### src/design/ssmr_pkg.sv
`default_nettype none
package ssmr_pkg;

  localparam int LANES     = 4;
  localparam int VAL_W     = 24;
  localparam int ROW_W     = 2;
  localparam int OP_W      = 2;
  localparam int ORDER_DEF = 4;
  localparam int FRAC_DEF  = 16;

  localparam logic [OP_W-1:0] OP_LOAD_ROW   = 2'd0;
  localparam logic [OP_W-1:0] OP_LOAD_STATE = 2'd1;
  localparam logic [OP_W-1:0] OP_STEP       = 2'd2;

  typedef logic signed [VAL_W-1:0] val_t;

  localparam val_t VAL_MAX = {1'b0, {(VAL_W-1){1'b1}}};
  localparam val_t VAL_MIN = {1'b1, {(VAL_W-1){1'b0}}};

  typedef struct packed {
    logic [OP_W-1:0]  op;
    logic [ROW_W-1:0] row;
    val_t             v0;
    val_t             v1;
    val_t             v2;
    val_t             v3;
  } cmd_t;

  typedef struct packed {
    val_t h0;
    val_t h1;
    val_t h2;
    val_t h3;
    logic saturated;
  } res_t;

endpackage
`default_nettype wire

### src/design/ssmr_coef_bank.sv
`default_nettype none
module ssmr_coef_bank #(
  parameter int ACTIVE = ssmr_pkg::LANES
) (
  input  wire logic                        clk,
  input  wire logic                        we,
  input  wire logic [ssmr_pkg::ROW_W-1:0]  row,
  input  wire ssmr_pkg::val_t              wdata [ACTIVE],
  output ssmr_pkg::val_t                   coef  [ACTIVE][ACTIVE]
);

  // no reset: contents are undefined until a row is loaded
  ssmr_pkg::val_t mem [ACTIVE][ACTIVE];

  always_ff @(posedge clk) begin
    for (int r = 0; r < ACTIVE; r++) begin
      if (we && row == ssmr_pkg::ROW_W'(r)) begin
        mem[r] <= wdata;
      end
    end
  end

  assign coef = mem;

endmodule
`default_nettype wire

### config.mk
export PLATFORM = sky130hd
export DESIGN_NAME = ssmr_coef_bank
export DESIGN_NICKNAME = d
export VERILOG_FILES = /design/src/design/ssmr_pkg.sv /design/src/design/ssmr_coef_bank.sv
export SDC_FILE = /design/constraint.sdc
export NUM_CORES = 1
export LEC_CHECK = 0
export BUFFER_PORTS_ARGS = -buffer_cell sky130_fd_sc_hd__buf_2
export CORE_AREA = 2 2 191 193
export DETAILED_ROUTE_END_ITERATION = 8
export DIE_AREA = 0 0 193 195
export GPL_ROUTABILITY_DRIVEN = 0
export PLACE_DENSITY = 0.69
export SYNTH_ARGS = -nofsm -noshare
export SYNTH_HDL_FRONTEND = slang
export SYNTH_SLANG_ARGS = --single-unit
### constraint.sdc
create_clock -name clk -period 14.9 [get_ports clk]
set_clock_uncertainty 0.05 [all_clocks]
set_input_delay 2.98 -clock clk [delete_from_list [all_inputs] [get_ports clk]]
set_output_delay 2.98 -clock clk [all_outputs]
set_load 0.01 [all_outputs]
Word level (Yosys, flattened, before mapping)
Index checks and enable logic that the tools add are counted.
{"block": "classes", "n_eq_ne": 3, "reduce_logical": 5}
{"op": "equality test 2 bit (second input constant)", "n": 2}
{"op": "logical AND 1 bit", "n": 4}
{"op": "equality test 2 x 1 -> 1 bit (second input constant)", "n": 1}
{"op": "zero test 2 bit", "n": 1}
{"block": "word_totals", "reg_bits": 384, "wordCells": 24}

Longest topological paths before layout
Gate-level depths: netlist of the first run.
{"block": "logic_depth", "depth_word": 2, "mapped_depth": 1, "ltp_nobuf": 1}

Worst setup path after synthesis of the first run
Ideal clock, no wire load.
{"block": "synth_timing", "kind": "in2reg", "startpoint": "input port row[0] (netlist name)", "endpoint": "register mem, in the netlist coef[288] (enable)", "setup_ns": 0.533, "t_arrival_ns": 6.682, "path_slack_ns": 7.635, "path_stages": 1, "n_path_buf": 0, "cell_sequence": "nor3b_2"}
{"block": "synth_via", "elab_chain_len": 2}
{"element": "start: declaration", "line_no": "ssmr_coef_bank.sv:7", "text": "input wire logic [ssmr_pkg::ROW_W-1:0] row,"}
{"element": "zero test 2 bit", "line_no": "ssmr_coef_bank.sv:17", "text": "if (we && row == ssmr_pkg::ROW_W'(r)) begin"}
{"element": "logical AND 1 bit", "line_no": "ssmr_coef_bank.sv:17"}
{"element": "end signal: indexed assignment", "line_no": "ssmr_coef_bank.sv:18", "text": "mem[r] <= wdata;"}
{"element": "end: declaration", "line_no": "ssmr_coef_bank.sv:13", "text": "ssmr_pkg::val_t mem [ACTIVE][ACTIVE];"}
No other way between the ends.
A chain may end at the register's enable or synchronous reset.

Final worst setup path of the first run
{"block": "layout_timing", "startpoint": "input port row[0] (netlist name)", "endpoint": "register mem, in the netlist coef[172] (enable)"}
{"block": "layout_via", "elab_chain_len": 2}
{"element": "equality test 2 bit", "line_no": "ssmr_coef_bank.sv:17"}
{"element": "logical AND 1 bit", "line_no": "ssmr_coef_bank.sv:17"}
No other way between the ends.

==> flow_summary.ini, run 1 <==
[critical_path]
cp-end-kind = flop
critPathLaunch = row[0]
arrival_ns = 4.76
required_ns = 15.00
critPathLaunchType = input pin
crit_fanout = 50
crit_type = in -> reg

[clocking]
cts_resized = 0
postCtsSetupRepairBufs = 0
root_buffer = clkbuf_16
cts.clk_slew.worst_paths_ns = 0.06
cts_buffers = 38
cts_max_path_buffers = 3
htreeDepth = 2
cts_tree = yes
clkSinkCount = 384
ctsHoldBuffers = 0

[synthesis]
ys_top_cells_by_area = edfxtp_1, and3b_1, nor3b_2
synth_nets = 488
synth_cells = 388
synth_cell_types = 4
synth_area_um2 = 11600
synthTopCellsByCount = edfxtp_1, and3b_1, and3_2, nor3b_2
synth_edf_count = 384
synth_top_area_cell = edfxtp_1
yosysWarnings = 0
synth_top_cell_area_share_pct = 99.7
synthArstFlopShare_pct = 0
ys_seq_area_share_pct = 99.7
synth.most_common_cell = edfxtp_1
synth_top_flop_cell = edfxtp_1
ys_ff_latch = 384
syn_avg_cell_area_um2 = 29.8

[timing]
max-slew-margin-rel_pct = 43.3
tns_ns = 0
slew_violations = 0
finalHoldViolCount = 0
fin_crit_sh_pct = 31.2
fin_crit_ns = 4.66
setup_viol = 0
fmax_mhz = 215
tightest_slew_ns = 0.851
rsz0062_at_grt = false

[grt]
grt_max_degree = 54
grt_overflow_total = 0
grt_pass1_vias = 5979
grtUsageTotal_pct = 13.3
grt_pass1_wl_mm = 36.8
grt_antenna_before_repair = 1

[die]
core_um2 = 35400
fp.dieW_um = 193
fp.dieH_um = 195
rows = 69
die-area_um2 = 37600
initial_utilization_pct = 32.7
ios = 484

[drt]
route.detailed.drc = 0
wire_per_inst_um = 18.8
drt-vias-per-instance = 4.26
drt_pass1_iterations = 4
wl_mm = 26.4
drtIter0Drc = 275
vias = 5986
ant_nets = 0

[worst_hold_path]
whs_path_depth = 1
hp-start = wdata[89]
hold_end = coef[185]$_DFFE_PP_
hold_path.class = in -> reg

[layout]
largest_register_ff_count = 384
n_antenna_cell = 0
drive_above_1_share_pct = 57.6
syn_to_final_growth_pct = 37.5
filler_cell_count = 3023
fin_util_pct = 45.0
nets = 1016

[status]
status = finished, final reports clean

[pwr]
power_leakage_nw = 6.10
p_per_area_nw_per_um2 = 148
power_mw = 2.36
ir_worst_vdd_v = 0.000110

[flow_run]
maxCapViolations = 0

[placement]
numPortBuffers = 483
dp_hpwl_mm = 17.6
power by group:
| part | internal (mW) | switching, mW | leakage [nW] |
|---|---|---|---|
| clock network | 0.605 | 0.373 | 0.627 |
| logic | 0.0419 | 0.0789 | 1.94 |
| registers | 1.25 | 0.0122 | 3.53 |
| total | 1.89 | 0.464 | 6.10 |
worst max-delay path by stage:
| stage | endpoint | slack, ns | depth (start not counted) |
|---|---|---|---|
| detailed placement | coef[280]$_DFFE_PP_ | 9.66 | 3 |
| floorplan | coef[288]$_DFFE_PP_ | 7.63 | 1 |
| global placement | coef[218]$_DFFE_PP_ | 9.68 | 3 |
| global route | coef[172]$_DFFE_PP_ | 10.16 | 3 |
| CTS | coef[172]$_DFFE_PP_ | 10.25 | 3 |
| finish | coef[172]$_DFFE_PP_ | 10.24 | 3 |
placed cells by master, fill, tap and decap left out, drive strengths merged:
master	Yosys	final
clkinv	0	9
clkbuf	0	52
clkinvlp	0	1
bufinv	0	6
buf	0	488
and3	1	1
edfxtp	384	384
and3b	2	2
nor3b	1	1
layer usage:
metal | up-vias | routed length, um | GRT usage [%]
met1 | 2947 | 9970 | 15.1
met3 | 54 | 2590 | 5.10
met2 | 334 | 13100 | 22.7
met4 | 2 | 722 | 5.05
met5 | - | 11 | 0
li1 | 2649 | - | -
logic make-up (layout without fill, tap and decap cells):
group | count (synthesis) | after routing | share of synthesized area (%)
flops | 384 | 384 | 99.7
simple gates | 4 | 4 | 0.324
buf+inv | 0 | 556 | 0
per-stage QoR:
step | area, um2 | worst slack (ns) | cells | hold slack (ns)
after CTS | 15900 | 10.25 | 1405 | 2.57
after global placement | 14600 | 9.68 | 1337 | 3.14
after detailed placement | 14600 | 9.66 | 1337 | 3.15
after global routing | 15900 | 10.16 | 1405 | 2.58
after floorplan | 11600 | 7.63 | 388 | 3.03
final | 15900 | 10.24 | 1405 | 2.61
worst max-delay path: stages:
cell	delay, ns
buf_2	0.13
and3b_4	0.84
buf_4	0.74
area by class of cell:
| cell class | instances | area [um2] | share of cell area, % |
|---|---|---|---|
| Multi-Input combinational cell | 4 | 55.1 | 0.346 |
| Timing Repair Buffer | 488 | 2450 | 15.4 |
| Clock inverter | 16 | 226 | 1.42 |
| Sequential cell | 384 | 11500 | 72.5 |
| Tap cell | 461 | 577 | 3.63 |
| Clock buffer | 52 | 1070 | 6.71 |
(Power assumes the default switching activity.)
==> run 2, diff against run 1 <==
- clock period: 14.9 -> 4.61 ns (I/O delays scaled with it)
==> run 2 against run 1 <==
  * Global-route usage decreased by 0.36 points
  * Combinational power grew to 3.3 times the previous value
  * First-iteration DRC count rose by 9.8%
  * Final area decreased by 0.43%
  * Flip-flop and latch count is the same
  * Setup slack got worse by 7.9 ns
  * Sequential share of layout area is 0.31 points higher
  * Critical path depth did not move
  * Non-clock buffer count is 2 higher
  * Critical endpoint is now coef[128]$_DFFE_PP_
  * Largest cell class unchanged
==> flow_summary.ini, run 2 (synthesized netlist as in run 1, its figures left out) <==
[layout]
final_cell_mix = buf_2, edfxtp_1, clkbuf_16, clkbuf_1, clkinv_1
drive_above_1_share_pct = 57.5
largest_register_ff_count = 384
syn_to_final_growth_pct = 36.9
nets = 1018
fin_util_pct = 44.8
final_common_cell = buf_2

[grt]
grt_use_met2_pct = 22.4
grt_pass1_vias = 5986
grt_pass1_wl_mm = 35.8
grt_overflow_total = 0
gr-max-usage-layer = met2
grt_max_degree = 97
grt_use_met3_pct = 5.03
grtUsageMet1_pct = 14.1
grtUsageTotal_pct = 13.0
grt_antenna_before_repair = 5

[timing]
tightest_slew_ns = 0.931
tns_ns = 0
fin_crit_ns = 2.27
max-slew-margin-rel_pct = 37.9
rsz0062_at_grt = false
finalHoldViolCount = 0
setup_viol = 0
fmax_mhz = 441
slew_violations = 0
fin_crit_sh_pct = 49.1

[die]
rows = 69
die-area_um2 = 37600
ios = 484
fp.dieW_um = 193
fp.dieH_um = 195
core_um2 = 35400
initial_utilization_pct = 32.7

[critical_path]
max_stage_delay_ns = 0.89
critPathLaunchType = input pin
arrival_ns = 2.40
required_ns = 4.75
path_cells = buf_2 > and3b_4 > buf_12
cp-end-kind = flop
cp_slowest_cell = and3b_4
crit_fanout = 49
crit_type = in -> reg

[drt]
drt_pass1_iterations = 4
wire_per_inst_um = 18.3
ant_nets = 0
route.detailed.drc = 0
wl_mm = 25.7
vias = 5950
drtIter0Drc = 302
drt-vias-per-instance = 4.24

[clocking]
ctsHoldBuffers = 0
clkSinkCount = 384
root_buffer = clkbuf_16
cts_resized = 0
cts_max_path_buffers = 3
htreeDepth = 2
cts_buffers = 38
cts.clk_slew.worst_paths_ns = 0.06
cts_tree = yes
postCtsSetupRepairBufs = 0

[pwr]
power_leakage_nw = 6.05
p_clk_share_pct = 38.8
swShare_pct = 20.1
p_int_mw = 5.83
ir_worst_vdd_v = 0.000332
combinationalPowerShare_pct = 5.4
sequentialPowerShare_pct = 55.7
p_switching_mw = 1.47
p_per_area_nw_per_um2 = 461

[placement]
numPortBuffers = 483
dp_hpwl_mm = 17.8

[flow_run]
maxCapViolations = 0

[status]
status = finished, final reports clean

[worst_hold_path]
hold_path.class = in -> reg
## run 2: power by group through the flow
stage	clock network (mW)	logic [mW]	registers (mW)
final	2.83	0.395	4.07
after detailed placement	0	0.403	4.14
after CTS	2.91	0.403	4.07
after floorplan	0	0.0360	4.24
after global placement	0	0.396	4.14
after global routing	3.05	0.425	4.08
## run 2: per-layer routing
layer  vias up  wire [um]
met5         -         40
met4         6        831
met3        54       2480
met2       348      13000
met1      2883       9420
li1       2659          -
## run 2: path summary, 6_finish.rpt
kind / from / to / slack [ns] / cells past startpoint
setup / recovery: row[0] / coef[128]$_DFFE_PP_ / 2.34 / 3
hold / removal: wdata[33] / coef[129]$_DFFE_PP_ / 0.56 / 1
## run 2: metrics by stage
| step | power (mW) | hold slack [ns] | cell area (um2) | setup slack (ns) | cells |
|---|---|---|---|---|---|
| after floorplan | 4.28 | 0.971 | 11600 | 0.742 | 388 |
| after CTS | 7.38 | 0.519 | 15800 | 2.35 | 1403 |
| final | 7.30 | 0.558 | 15800 | 2.34 | 1404 |
| after global placement | 4.53 | 1.09 | 14700 | 1.82 | 1339 |
| after global routing | 7.56 | 0.527 | 15800 | 2.29 | 1404 |
| after detailed placement | 4.55 | 1.09 | 14700 | 1.77 | 1339 |
## run 2: critical path, delay by kind of cell
family                 cells  cell delay, ns
buffers and inverters      2            0.48
and+or+nand+nor            1            0.89
## run 2: cell type report
type,instances,area [um2]
Fill cell,3048,19600
Sequential cell,384,11500
Timing Repair Buffer,490,2530
Clock buffer,48,1010
Tap cell,461,577
Clock inverter,16,135
Multi-Input combinational cell,4,55.1
Antenna cell,1,2.50
